$ cat config.mk
export PLATFORM = sky130hd
export DESIGN_NAME = multi_timer_bank
export DESIGN_NICKNAME = d
export VERILOG_FILES = /design/src/hdl/mtb_pkg.sv /design/src/hdl/multi_timer_bank.sv /design/src/hdl/mtb_cell.sv /design/src/hdl/mtb_head.sv
export SDC_FILE = /design/constraint.sdc
export NUM_CORES = 1
export LEC_CHECK = 0
export BUFFER_PORTS_ARGS = -buffer_cell sky130_fd_sc_hd__buf_2
export CAP_MARGIN = 10
export CORE_MARGIN = 1
export CORE_UTILIZATION = 60
export DETAILED_ROUTE_END_ITERATION = 12
export PLACE_DENSITY = 0.79
export SYNTH_ARGS = -nofsm -noshare
export SYNTH_HDL_FRONTEND = slang
export SYNTH_SLANG_ARGS = --single-unit
$ cat constraint.sdc
create_clock -name clock -period 35.3 [get_ports clock]
set_input_delay 10.59 -clock clock [delete_from_list [all_inputs] [get_ports clock]]
set_output_delay 10.59 -clock clock [all_outputs]
set_load 0.01 [all_outputs]
$ cat src/hdl/mtb_pkg.sv
// shared constants, types and opcodes for the timer bank
package mtb_pkg;

   localparam int NUM_TIMERS  = 16;
   localparam int TIME_BITS   = 32;
   localparam int MAX_RESULTS = 16;
   localparam int OPCODE_W    = 3;
   localparam int INDEX_W     = 4;
   localparam int TIU_W       = 5;
   localparam int OUT_TIME_W  = 32;

   localparam int IDX_W   = (NUM_TIMERS > 1) ? $clog2(NUM_TIMERS) : 1;
   localparam int CNT_W   = $clog2(NUM_TIMERS + 1);
   localparam int CMP_A   = (TIU_W > CNT_W) ? TIU_W : CNT_W;
   localparam int CMP_W   = (CMP_A > INDEX_W) ? CMP_A : INDEX_W;
   localparam int FIRED_W = $clog2(MAX_RESULTS + 1);

   typedef enum logic [OPCODE_W-1:0] {
      OP_TICK      = 3'd0,
      OP_START_ONE = 3'd1,
      OP_START_PER = 3'd2,
      OP_STOP      = 3'd3,
      OP_SCAN      = 3'd4
   } op_type;

   typedef enum logic [1:0] {
      ST_IDLE,
      ST_RUN,
      ST_FLUSH
   } state_type;

   typedef struct packed {
      logic [TIME_BITS-1:0] deadline;
      logic [TIME_BITS-1:0] period;
      logic                 armed;
   } entry_type;

   typedef struct packed {
      op_type op;
      logic   hit;
      logic   active;
      logic   room;
   } head_ctl_type;

   typedef struct packed {
      logic fire;
      logic periodic;
   } head_res_type;

endpackage

$ cat src/hdl/multi_timer_bank.sv
// top level: bank of software timers held in a rotating ring of slots
// a tick is taken in the idle state; start, stop and scan rotate the whole ring,
// slot by slot, before the bank takes a new request
// a scan then hands out its final expiry from the flush state; a stalled
// response channel holds the ring while a further expiry waits
// reset clears the tick counter, the armed bits and the timer count;
// deadlines and periods are not cleared
module multi_timer_bank import mtb_pkg::*; (
   input  logic                  clock,
   input  logic                  reset,
   input  logic                  req_valid,
   output logic                  req_ready,
   input  logic [OPCODE_W-1:0]   req_opcode,
   input  logic [INDEX_W-1:0]    req_timer_index,
   input  logic [31:0]           req_duration,
   output logic                  rsp_valid,
   input  logic                  rsp_ready,
   output logic [INDEX_W-1:0]    rsp_expired_index,
   output logic [OUT_TIME_W-1:0] rsp_fire_time,
   output logic                  rsp_was_periodic,
   output logic                  rsp_last,
   input  logic                  csr_valid,
   output logic                  csr_ready,
   input  logic [TIU_W-1:0]      csr_wdata
);

   state_type            state_ff, state_in;
   logic [TIME_BITS-1:0] tick_ff, tick_in;
   logic [TIU_W-1:0]     tiu_ff;
   op_type               op_ff, op_in;
   logic [INDEX_W-1:0]   idx_ff, idx_in;
   logic [TIME_BITS-1:0] dur_ff, dur_in;
   logic [IDX_W-1:0]     pos_ff, pos_in;
   logic [FIRED_W-1:0]   fired_ff, fired_in;
   logic                 pend_valid_ff, pend_valid_in;
   logic [INDEX_W-1:0]   pend_idx_ff, pend_idx_in;
   logic                 pend_per_ff, pend_per_in;
   logic                 rsp_valid_ff, rsp_valid_in;
   logic [INDEX_W-1:0]   rsp_idx_ff;
   logic [OUT_TIME_W-1:0] rsp_time_ff;
   logic                 rsp_per_ff;
   logic                 rsp_last_ff;

   logic                 shift;
   logic                 out_free;
   logic                 out_load;
   logic                 out_last;
   logic [CMP_W-1:0]     active_cnt;
   head_ctl_type         ctl;
   head_res_type         res;
   entry_type            head_out;
   entry_type            cell_q [NUM_TIMERS];

   // ring: slot k takes from slot k+1, the last slot takes the updated head
   for (genvar k = 0; k < NUM_TIMERS; k++) begin : g_ring
      if (k == NUM_TIMERS - 1) begin : g_tail
         mtb_cell u_cell (
            .clock     (clock),
            .reset     (reset),
            .shift     (shift),
            .nbr_entry (head_out),
            .entry     (cell_q[k])
         );
      end else begin : g_body
         mtb_cell u_cell (
            .clock     (clock),
            .reset     (reset),
            .shift     (shift),
            .nbr_entry (cell_q[k+1]),
            .entry     (cell_q[k])
         );
      end
   end

   always_comb begin
      active_cnt = (CMP_W'(tiu_ff) > CMP_W'(NUM_TIMERS)) ? CMP_W'(NUM_TIMERS)
                                                          : CMP_W'(tiu_ff);
      ctl.op     = op_ff;
      ctl.hit    = (CMP_W'(pos_ff) == CMP_W'(idx_ff));
      ctl.active = (CMP_W'(pos_ff) < active_cnt);
      ctl.room   = (fired_ff < FIRED_W'(MAX_RESULTS));
   end

   mtb_head u_head (
      .ctl       (ctl),
      .now       (tick_ff),
      .duration  (dur_ff),
      .entry_in  (cell_q[0]),
      .entry_out (head_out),
      .res       (res)
   );

   assign out_free  = !rsp_valid_ff || rsp_ready;
   assign csr_ready = 1'b1;

   always_comb begin
      state_in      = state_ff;
      tick_in       = tick_ff;
      op_in         = op_ff;
      idx_in        = idx_ff;
      dur_in        = dur_ff;
      pos_in        = pos_ff;
      fired_in      = fired_ff;
      pend_valid_in = pend_valid_ff;
      pend_idx_in   = pend_idx_ff;
      pend_per_in   = pend_per_ff;
      shift         = 1'b0;
      out_load      = 1'b0;
      out_last      = 1'b0;
      req_ready     = (state_ff == ST_IDLE);

      case (state_ff)
         ST_IDLE: begin
            if (req_valid) begin
               case (op_type'(req_opcode))
                  OP_TICK: begin
                     tick_in = tick_ff + 1'b1;
                  end
                  OP_START_ONE, OP_START_PER, OP_STOP, OP_SCAN: begin
                     op_in    = op_type'(req_opcode);
                     idx_in   = req_timer_index;
                     dur_in   = TIME_BITS'(req_duration);
                     pos_in   = '0;
                     fired_in = '0;
                     state_in = ST_RUN;
                  end
                  default: begin
                  end
               endcase
            end
         end
         ST_RUN: begin
            // hold the ring while a second expiry has nowhere to go
            if (!(res.fire && pend_valid_ff && !out_free)) begin
               shift  = 1'b1;
               pos_in = pos_ff + 1'b1;
               if (res.fire) begin
                  fired_in      = fired_ff + 1'b1;
                  out_load      = pend_valid_ff;
                  pend_valid_in = 1'b1;
                  pend_idx_in   = INDEX_W'(pos_ff);
                  pend_per_in   = res.periodic;
               end
               if (pos_ff == IDX_W'(NUM_TIMERS - 1)) begin
                  pos_in   = '0;
                  state_in = (op_ff == OP_SCAN) ? ST_FLUSH : ST_IDLE;
               end
            end
         end
         ST_FLUSH: begin
            if (!pend_valid_ff) begin
               state_in = ST_IDLE;
            end else if (out_free) begin
               out_load      = 1'b1;
               out_last      = 1'b1;
               pend_valid_in = 1'b0;
               state_in      = ST_IDLE;
            end
         end
         default: begin
            state_in = ST_IDLE;
         end
      endcase

      rsp_valid_in = out_load ? 1'b1 : (rsp_ready ? 1'b0 : rsp_valid_ff);
   end

   always_ff @(posedge clock) begin
      if (reset) begin
         state_ff      <= ST_IDLE;
         tick_ff       <= '0;
         tiu_ff        <= '0;
         pos_ff        <= '0;
         fired_ff      <= '0;
         pend_valid_ff <= 1'b0;
         rsp_valid_ff  <= 1'b0;
      end else begin
         state_ff      <= state_in;
         tick_ff       <= tick_in;
         pos_ff        <= pos_in;
         fired_ff      <= fired_in;
         pend_valid_ff <= pend_valid_in;
         rsp_valid_ff  <= rsp_valid_in;
         if (csr_valid && csr_ready) begin
            tiu_ff <= csr_wdata;
         end
      end
   end

   always_ff @(posedge clock) begin
      op_ff       <= op_in;
      idx_ff      <= idx_in;
      dur_ff      <= dur_in;
      pend_idx_ff <= pend_idx_in;
      pend_per_ff <= pend_per_in;
      if (out_load) begin
         rsp_idx_ff  <= pend_idx_ff;
         rsp_per_ff  <= pend_per_ff;
         rsp_last_ff <= out_last;
         rsp_time_ff <= OUT_TIME_W'(tick_ff);
      end
   end

   assign rsp_valid         = rsp_valid_ff;
   assign rsp_expired_index = rsp_idx_ff;
   assign rsp_fire_time     = rsp_time_ff;
   assign rsp_was_periodic  = rsp_per_ff;
   assign rsp_last          = rsp_last_ff;

endmodule

$ cat src/hdl/mtb_cell.sv
// one timer slot of the rotating ring
module mtb_cell import mtb_pkg::*; (
   input  logic      clock,
   input  logic      reset,
   input  logic      shift,
   input  entry_type nbr_entry,
   output entry_type entry
);

   logic [TIME_BITS-1:0] deadline_ff, deadline_in;
   logic [TIME_BITS-1:0] period_ff, period_in;
   logic                 armed_ff, armed_in;

   always_comb begin
      deadline_in = shift ? nbr_entry.deadline : deadline_ff;
      period_in   = shift ? nbr_entry.period : period_ff;
      armed_in    = shift ? nbr_entry.armed : armed_ff;
   end

   always_ff @(posedge clock) begin
      deadline_ff <= deadline_in;
      period_ff   <= period_in;
   end

   always_ff @(posedge clock) begin
      if (reset) begin
         armed_ff <= 1'b0;
      end else begin
         armed_ff <= armed_in;
      end
   end

   assign entry.deadline = deadline_ff;
   assign entry.period   = period_ff;
   assign entry.armed    = armed_ff;

endmodule

$ cat src/hdl/mtb_head.sv
// update of the timer slot passing the head of the ring
module mtb_head import mtb_pkg::*; (
   input  head_ctl_type         ctl,
   input  logic [TIME_BITS-1:0] now,
   input  logic [TIME_BITS-1:0] duration,
   input  entry_type            entry_in,
   output entry_type            entry_out,
   output head_res_type         res
);

   logic [TIME_BITS-1:0] add_b;
   logic [TIME_BITS-1:0] sum;
   logic [TIME_BITS-1:0] diff;
   logic                 due;

   always_comb begin
      // one adder serves both start and reschedule
      add_b = (ctl.op == OP_SCAN) ? entry_in.period : duration;
      sum   = now + add_b;
      diff  = now - entry_in.deadline;
      due   = entry_in.armed && !diff[TIME_BITS-1];

      entry_out = entry_in;
      res       = '0;

      case (ctl.op)
         OP_START_ONE, OP_START_PER: begin
            if (ctl.hit && ctl.active) begin
               entry_out.deadline = sum;
               entry_out.period   = (ctl.op == OP_START_PER) ? duration : '0;
               entry_out.armed    = 1'b1;
            end
         end
         OP_STOP: begin
            if (ctl.hit && ctl.active) begin
               entry_out.armed = 1'b0;
            end
         end
         OP_SCAN: begin
            if (ctl.active && ctl.room && due) begin
               res.fire     = 1'b1;
               res.periodic = (entry_in.period != '0);
               if (entry_in.period != '0) begin
                  entry_out.deadline = sum;
               end else begin
                  entry_out.armed = 1'b0;
               end
            end
         end
         default: begin
         end
      endcase
   end

endmodule

Word level (Yosys, flattened, before mapping)
Cells that the tools add are included.
Widths: inputs -> output; s select.
Word-level totals
  ROM bits: 0
  bits in latches: 0
  word-level logic and storage cells: 163
  flip-flop bits (word level): 1172
  bits of input ports: 49
  bits in writable memories: 0
  output and inout bits: 41
  memories kept: 0
Operators by class
  eq/ne operators: 18
  reductions and logical operators: 26
  multiply operators: 0
  bitwise logic cells: 1
  order comparisons: 3
  add/sub/neg operators: 5
  shift operators: 0
  div/mod/pow operators: 0
  multiplexer cells: 46
Operators with widths (number)
  $mux 32: 5
  $mux 65: 1
  $pmux 32 s2: 1
  $add 32x1->32 const B: 1
  $add 32x32->32: 1
  $reduce_bool 32->1: 1
  $sub 32x32->32: 1
  $mux 5: 5
  $mux 2: 9
  $mux 4: 4
  $mux 1: 15
  $eq 3x2->1 const B: 4
  $reduce_and 3->1: 4
  $pmux 5 s2: 1
  $reduce_and 5->1: 2
  $ne 2x2->1 const B: 4
  $pmux 4 s2: 1
  $eq 3x1->1 const B: 2
  $eq 3x3->1 const B: 2
  $logic_and 1x1->1: 6
  $pmux 2 s3: 1
  $reduce_bool 2->1: 3
  $add 5x1->5 const B: 1
  $gt 5x5->1 const B: 1
  other kinds (20): 23

Longest topological paths before layout
Gate-level depths: netlist of run 1.
  depth in word-level cells: 12
  gate-level depth with buffers: 16
  depth with buffers taken out: 15

Modules after synthesis
From an unflattened synthesis of run 1, not the netlist that was laid out.
Unflattened totals
  cell total of the unflattened synthesis: 2027
  area, all modules: 40363.7 um^2
By module, submodules not included
  mtb_cell: instances 16, area an instance 1963.1 um^2, sequential area each 1941.9 um^2, cells each 68
  multi_timer_bank: instances 1, area an instance 5144.9 um^2, sequential area each 3463.3 um^2, cells each 399
  mtb_head: instances 1, area an instance 3808.7 um^2, sequential area each 0.0 um^2, cells each 540

Worst setup path before layout of run 1
No wires, ideal clock.
  kind: input -> register
  start: input rsp_ready
  end: register g_ring[11].g_body.u_cell.armed_ff
  required time: 35.164 ns
  stages: 9
  path buffers: 1
  path slack: 16.553 ns
  data arrival time: 18.611 ns
  setup time: 0.136 ns
  cells stage by stage: nor2b_1 nand2_1 nor3_1 o21ai_1 mux2i_1 nor2_4 buf_4 mux2i_1 nor2_1
Between the ends
  longest elaborated chain between the ends: 5
Ends and longest elaborated chain
  from (decl): line multi_timer_bank.sv:17  | input logic rsp_ready,
  $logic_or 1x1->1: line multi_timer_bank.sv:93  | assign out_free = !rsp_valid_ff || rsp_ready;
  $logic_not 1->1: line multi_timer_bank.sv:134  | if (!(res.fire && pend_valid_ff && !out_free)) begin
  $logic_and 1x1->1: line multi_timer_bank.sv:134
  $mux 1: line multi_timer_bank.sv:134
  $mux 1: line multi_timer_bank.sv:112  | case (state_ff)
  via g_ring[0].g_body.u_cell.shift: line mtb_cell.sv:5  | input logic shift,
  to (signal assigned): line mtb_cell.sv:29  | armed_ff <= armed_in;
  to (decl): line mtb_cell.sv:12  | logic armed_ff, armed_in;
The timed path passes the listed nets, and every way through them passes these cells.
A chain may end at the register's enable or synchronous reset.

Worst setup path after layout of run 1
  start: input rsp_ready
  end: register g_ring[3].g_body.u_cell.period_ff[30], enable pin
Between the ends
  longest elaborated chain between the ends: 5
Ends and longest elaborated chain
  $logic_or 1x1->1: line multi_timer_bank.sv:93
  $logic_not 1->1: line multi_timer_bank.sv:134
  $logic_and 1x1->1: line multi_timer_bank.sv:134
  $mux 1: line multi_timer_bank.sv:134
  $mux 1: line multi_timer_bank.sv:112
  to (signal assigned): line mtb_cell.sv:22  | period_ff <= period_in;
  to (decl): line mtb_cell.sv:11  | logic [TIME_BITS-1:0] period_ff, period_in;
No other way between the ends.

==> results of run 1 <==
path summary, 6_finish.rpt:
path / start / to / slack [ns] / depth (start not counted)
worst max-delay path: rsp_ready / g_ring[3].g_body.u_cell.period_ff[30] / 19.33 / 12
worst min-delay path: g_ring[9].g_body.u_cell.deadline_ff[6] / g_ring[8].g_body.u_cell.deadline_ff[6] / 0.39 / 0
worst max register to register: g_ring[0].g_body.u_cell.deadline_ff[14] / g_ring[3].g_body.u_cell.period_ff[30] / 27.62 / 14
worst min register to register: g_ring[9].g_body.u_cell.deadline_ff[6] / g_ring[8].g_body.u_cell.deadline_ff[6] / 0.39 / 0
cell type report:
class | instances | share of cell area (%)
Timing Repair Buffer | 102 | 1.30
Multi-Input combinational cell | 760 | 11.4
Sequential cell | 1172 | 76.8
Clock inverter | 78 | 1.63
Clock buffer | 118 | 6.05
Antenna cell | 1 | 0.00557
Tap cell | 864 | 2.40
Inverter | 45 | 0.376
registers in the layout (all words and copies together), names as in the netlist, 5 cells and up:
signal	cells
g_ring.g_body.u_cell.period_ff	480
g_ring.g_body.u_cell.deadline_ff	480
g_ring.g_tail.u_cell.deadline_ff	32
g_ring.g_body.u_cell.armed_ff	15
tiu_ff	5
rsp_fire_time	32
fired_ff	5
g_ring.g_tail.u_cell.period_ff	32
tick_ff	32
dur_ff	32
kinds of logic (layout without fill, tap and decap cells):
kind of cell,Yosys count,in the layout,share of synthesized area [%]
other,1,2,0.00938
adder cells (fa/ha/maj),71,71,2.24
AO/OA/AOI/OAI,223,223,3.52
AND/OR/NAND/NOR,352,352,4.24
multiplexers,56,56,1.50
buffers and inverters,80,343,0.857
flip-flops,1172,1172,86.4
XOR/XNOR,57,57,1.27
power by group:
part / total, W / internal (W) / leakage [nW] / switching [W]
Sequential: 0.00191 / 0.00184 / 10.9 / 0.0000707
Clock: 0.00114 / 0.000644 / 1.67 / 0.000493
Combinational: 0.000185 / 0.0000325 / 2.95 / 0.000153
metal layers:
metal	vias up	global-route usage, %
met5	-	0
met4	2	7.24
met3	113	3.17
met2	525	30.6
met1	8840	29.5
li1	8126	-
synthesized netlist by cell type, drive strengths merged (3+ instances only):
cell type / number
a311oi: 3
a211o: 4
nor2b: 7
edfxtp: 1106
clkbuf: 26
inv: 44
xor2: 33
a21o: 22
o21ai: 82
buf: 9
nor4: 11
a41oi: 3
mux2: 32
a211oi: 3
nor3b: 4
o21a: 6
nand4: 12
dfxtp: 66
and3: 13
mux2i: 24
nor2: 92
and2: 4
a21oi: 68
nor3: 11
nand2: 127
o211ai: 3
or2: 5
xnor2: 24
a32o: 4
nand3b: 4
and4: 3
ha: 70
nand2b: 17
nand3: 21
or3: 11
a31oi: 7
through the flow:
stage          setup slack, ns  utilization [%]  hold WS, ns  power [W]
5_1_grt                  18.93             68.3        0.404    0.00334
4_1_cts                  19.33             68.2        0.399    0.00326
2_1_floorplan            16.55                -        0.400    0.00209
3_3_place_gp             18.87             63.0        0.400    0.00209
3_5_place_dp             18.59             63.0        0.405    0.00212
6_report                 19.33             68.3        0.393    0.00323
worst reg2reg max path, delay by kind of cell (launching register included):
family / cells / cell delay (ns)
AOI/OAI and AO/OA: 5 / 1.25
buffers and inverters: 6 / 4.94
muxes: 1 / 0.25
DFF: 1 / 0.37
and+or+nand+nor: 1 / 0.18
adders and majority gates: 1 / 0.30
==> run metrics, run 1 <==
status completed; Worst Setup End Kind flop; Static Leak 15.5 nW; vias per inst 5.61; drt total wl 65500 um; final antenna-violating net count 0; fin cells 3140; FFs w/ async S/R, synth 0%; Die Span X ~260 um; FP Rows 94; Setup TNS 0 ns; CTS sink cnt 1172; worst-case clock buffer depth 3; Post-synth EDFFs 1106; pwr dens 71.9 nW/um^2; startpoint types input port; Inst Count DP 2942; worst rel slew slack 21.1%; Max stage delay on crit path 1.02 ns; commonest non-fill, non-tap cell in the layout edfxtp_1; number of H-tree levels 3; top cells by area, synth edfxtp_1 83%, dfxtp_1 3.3%, ha_1 2.2%; vias in the first global route 17.5k; post-CTS sizing 0; largest net degree at the start of global routing between 200 and 250; crit-path cells buf_2 > nor2b_1 > nand2_1 > nor3_1 > o21ai_1 > mux2i_1 > nor2_4 > buf_12 > buf_4 > buf_4 > buf_4 > buf_4; DIE AREA 67700 sq um; GRT Overall Usage 20.0%; Synth Register Bits ~1.2k; Synth area leader edfxtp_1; critical path fanouts, max ~210; Post-synth top flop edfxtp_1; met3 wire length 3280 um; Fillers 3931; Mapped Cells 2012; DRT Pass-1 Iters 5; Synth cell types 72; CTS tree yes; CP max stage cell buf_4; area of the multi-input gates roughly 5100 sq um; skew final 0.0326 ns; final instance area 45000 sq um; die height 260 um; GRT Residual Overflow 0; Ys Warns 0; Root Buffer Master clkbuf_16; final setup fails 0; VDD IR-drop max ~51 uV; Sequential Area 34500 sq um; final count of pins violating max slew 0; Final Wtd Congestion 0.915; wire per inst approximately 21 um; I/O pins 90; Tcrit/Tclk final 45.3%; met1 wire length 29800 um; Clock Pin Slew Worst Setup and Hold Paths 0.06 ns; syn nets roughly 2.1k; HP Class reg -> reg; Buffers on Ports around 90; area grow syn2layout 12.4%; buffer and inverter count on the worst path 6; Synth top area share 83.1%; Worst EP arrival 16.25 ns; post-detail-place hpwl 37800 um; CTS buffer count 106; max_cap viols 0; Worst EP required 35.58 ns; Post-DP Area slightly above 40000 sq um; Post-CTS Setup Inserts 0; DR vias 17.6k; cell mode on critical path buf_4; CTS Hold Bufs 0; synthesized cell area 40000 sq um; first-pass GRT wire length a little over 100000 um; initial antenna violation count 2; crit-path leading delay family buffers and inverters; Core Region 65900 sq um; Final Hold Fails 0; layout cell share with drive strength beyond 1 14.3%; Tmin final around 16 ns; commonest cells after routing, fill and taps aside 1106 x edfxtp_1, 126 x nand2_1, 107 x clkbuf_16; Top Metal Used met5; Starting Density slightly above 60%; WL met2 around 31000 um; DRC 0; Avg Cell Area, Syn 19.9 sq um; Worst Max-Slew Pin Slew 1.18 ns; Setup CP Type in -> reg; sequential fraction of the synthesis area 86.4%; final-stage net count 2307; Iter 0 DRT Violations 1648; Max Clock Freq 0.0626 GHz; RSZ-0062 raised after global routing false; worst skew pair latency roughly 0.66 ns
Power figures use the tool's default switching activity.
==> run 2: changes to the inputs <==
==> constraint.sdc (replaced) <==
create_clock -name clock -period 14.8 [get_ports clock]
set_input_delay 4.44 -clock clock [delete_from_list [all_inputs] [get_ports clock]]
set_output_delay 4.44 -clock clock [all_outputs]
set_load 0.01 [all_outputs]
==> run metrics, run 2 (synthesis gave the netlist of run 1 again) <==
Setup TNS 0 ns (unchanged); CTS sink cnt 1172 (unchanged); Core Region 65900 sq um (unchanged); Worst Setup End Kind flop; Max Clock Freq 0.125 GHz; CTS tree yes; skew final 0.0279 ns (-0.00467 ns); RSZ-0062 raised after global routing false; cell mode on critical path buf_12; commonest cells after routing, fill and taps aside 1106 x edfxtp_1, 126 x nand2_1, 112 x clkbuf_16; Worst EP arrival 8.29 ns (-7.96 ns); final setup fails 0 (unchanged); FP Rows 94 (unchanged); I/O pins 90 (unchanged); Tcrit/Tclk final between 50% and 60%; DR vias 17.5k (-0.49%); GRT Residual Overflow 0 (unchanged); Final Hold Fails 0 (unchanged); Final Total Pwr 0.00778 W (+140%); drt total wl 64200 um (-2.0%); DRC 0 (unchanged); layout cell share with drive strength beyond 1 14.8% (+0.43 points); Buffers on Ports 88 (unchanged); max_cap viols 0 (unchanged); worst-case clock buffer depth 3 (unchanged); n_diodes 0 (-1); Clock Pin Slew Worst Setup and Hold Paths 0.07 ns (about the same); CP max stage cell buf_4; Starting Density 60.7% (unchanged); vias in the first global route 17.4k (-0.53%); status completed; final-stage net count 2304 (-0.13%); post-CTS sizing 0 (unchanged); Inst Count DP 2937 (-0.17%); Final Wtd Congestion 0.847 (-7.5%); number of H-tree levels 3 (unchanged); Die Span X 260 um (unchanged); Worst EP required 15.07 ns (-20.51 ns); first-pass GRT wire length 98900 um (-1.9%); Worst Max-Slew Pin Slew 1.30 ns (+0.113 ns); wire per inst 20.5 um (-2.0%); VDD IR-drop max 115 uV (+130%); DIE AREA 67700 sq um (unchanged); startpoint types input port; area grow syn2layout 12.8%; HP Class reg -> reg; Tmin final 8.02 ns; Static Leak 15.6 nW (+0.37%); crit-path cells buf_2 > nor2b_1 > nand2_1 > nor3_1 > o21ai_1 > mux2i_1 > nor2_4 > buf_12 > buf_12 > buf_4; post-detail-place hpwl 36900 um (-2.4%); Iter 0 DRT Violations 1371 (-17%); DRT Pass-1 Iters 7 (+2); worst skew pair latency 0.67 ns (about the same); biggest regs g_ring.g_body.u_cell.deadline_ff (480), g_ring.g_body.u_cell.period_ff (480); final antenna-violating net count 0 (unchanged); fin util 68.5% (+0.21 points); Setup CP Type in -> reg; CTS buffer count 108 (+1.9%); Max stage delay on crit path 1.05 ns (+0.03 ns); vias per inst 5.58 (-0.49%); Root Buffer Master clkbuf_16; GRT Overall Usage 19.5% (-0.45 points); worst rel slew slack 13.6% (-7.5 points); CTS Hold Bufs 0 (unchanged); commonest non-fill, non-tap cell in the layout edfxtp_1; initial antenna violation count 0 (-2); die height 260 um (unchanged); fin cells 3140 (unchanged); largest net degree at the start of global routing 237 (+12%); final count of pins violating max slew 0 (unchanged); critical path fanouts, max 236 (+12%); Post-CTS Setup Inserts 0 (unchanged); pwr dens 173 nW/um^2 (+140%)
run 2: cell type report:
type | instances | area (sq um)
well taps | 864 | 1080
clock buffers | 130 | 2890
fillers | 3985 | 20800
clock inverters | 72 | 717
flip-flops and latches | 1172 | 34500
multi-input cells | 760 | 5130
repair buffers | 97 | 571
inverters | 45 | 169
run 2: final timing paths:
| check | start | to | slack [ns] | cells past startpoint |
|---|---|---|---|---|
| worst max-delay path | rsp_ready | g_ring[0].g_body.u_cell.period_ff[24] | 6.78 | 10 |
| worst min-delay path | g_ring[6].g_body.u_cell.deadline_ff[3] | g_ring[5].g_body.u_cell.deadline_ff[3] | 0.41 | 0 |
| worst max register to register | g_ring[0].g_body.u_cell.deadline_ff[27] | g_ring[0].g_body.u_cell.period_ff[24] | 8.83 | 11 |
| worst min register to register | g_ring[6].g_body.u_cell.deadline_ff[3] | g_ring[5].g_body.u_cell.deadline_ff[3] | 0.41 | 0 |
run 2: report_power, final:
part | total, W | switching [W] | internal (W)
clock | 0.00279 | 0.00120 | 0.00159
combinational | 0.000443 | 0.000364 | 0.0000791
sequential | 0.00455 | 0.000163 | 0.00438
total | 0.00778 | 0.00172 | 0.00606
run 2: through the flow:
stage          instance area, sq um  worst slack (ns)  hold slack (ns)
2_1_floorplan                 40000              2.20            0.400
3_3_place_gp                  41500              6.28            0.400
3_5_place_dp                  41500              6.13            0.405
4_1_cts                       45100              6.86            0.410
5_1_grt                       45100              6.56            0.408
6_report                      45100              6.78            0.406
run 2: worst max-delay path: cells and delay by family:
| kind | cells | cell delay (ns) |
|---|---|---|
| buf+inv | 4 | 2.73 |
| compound gates | 1 | 0.13 |
| mux | 1 | 0.17 |
| simple gates | 4 | 0.43 |
run 2: per-layer routing:
metal / vias up / share of wire (%) / GRT usage, %
li1: 8130 / - / -
met1: 8844 / 47 / 29.4
met2: 443 / 46 / 29.3
met3: 103 / 4.5 / 2.97
met4: 0 / 2.4 / 7.23
met5: - / 0 / 0
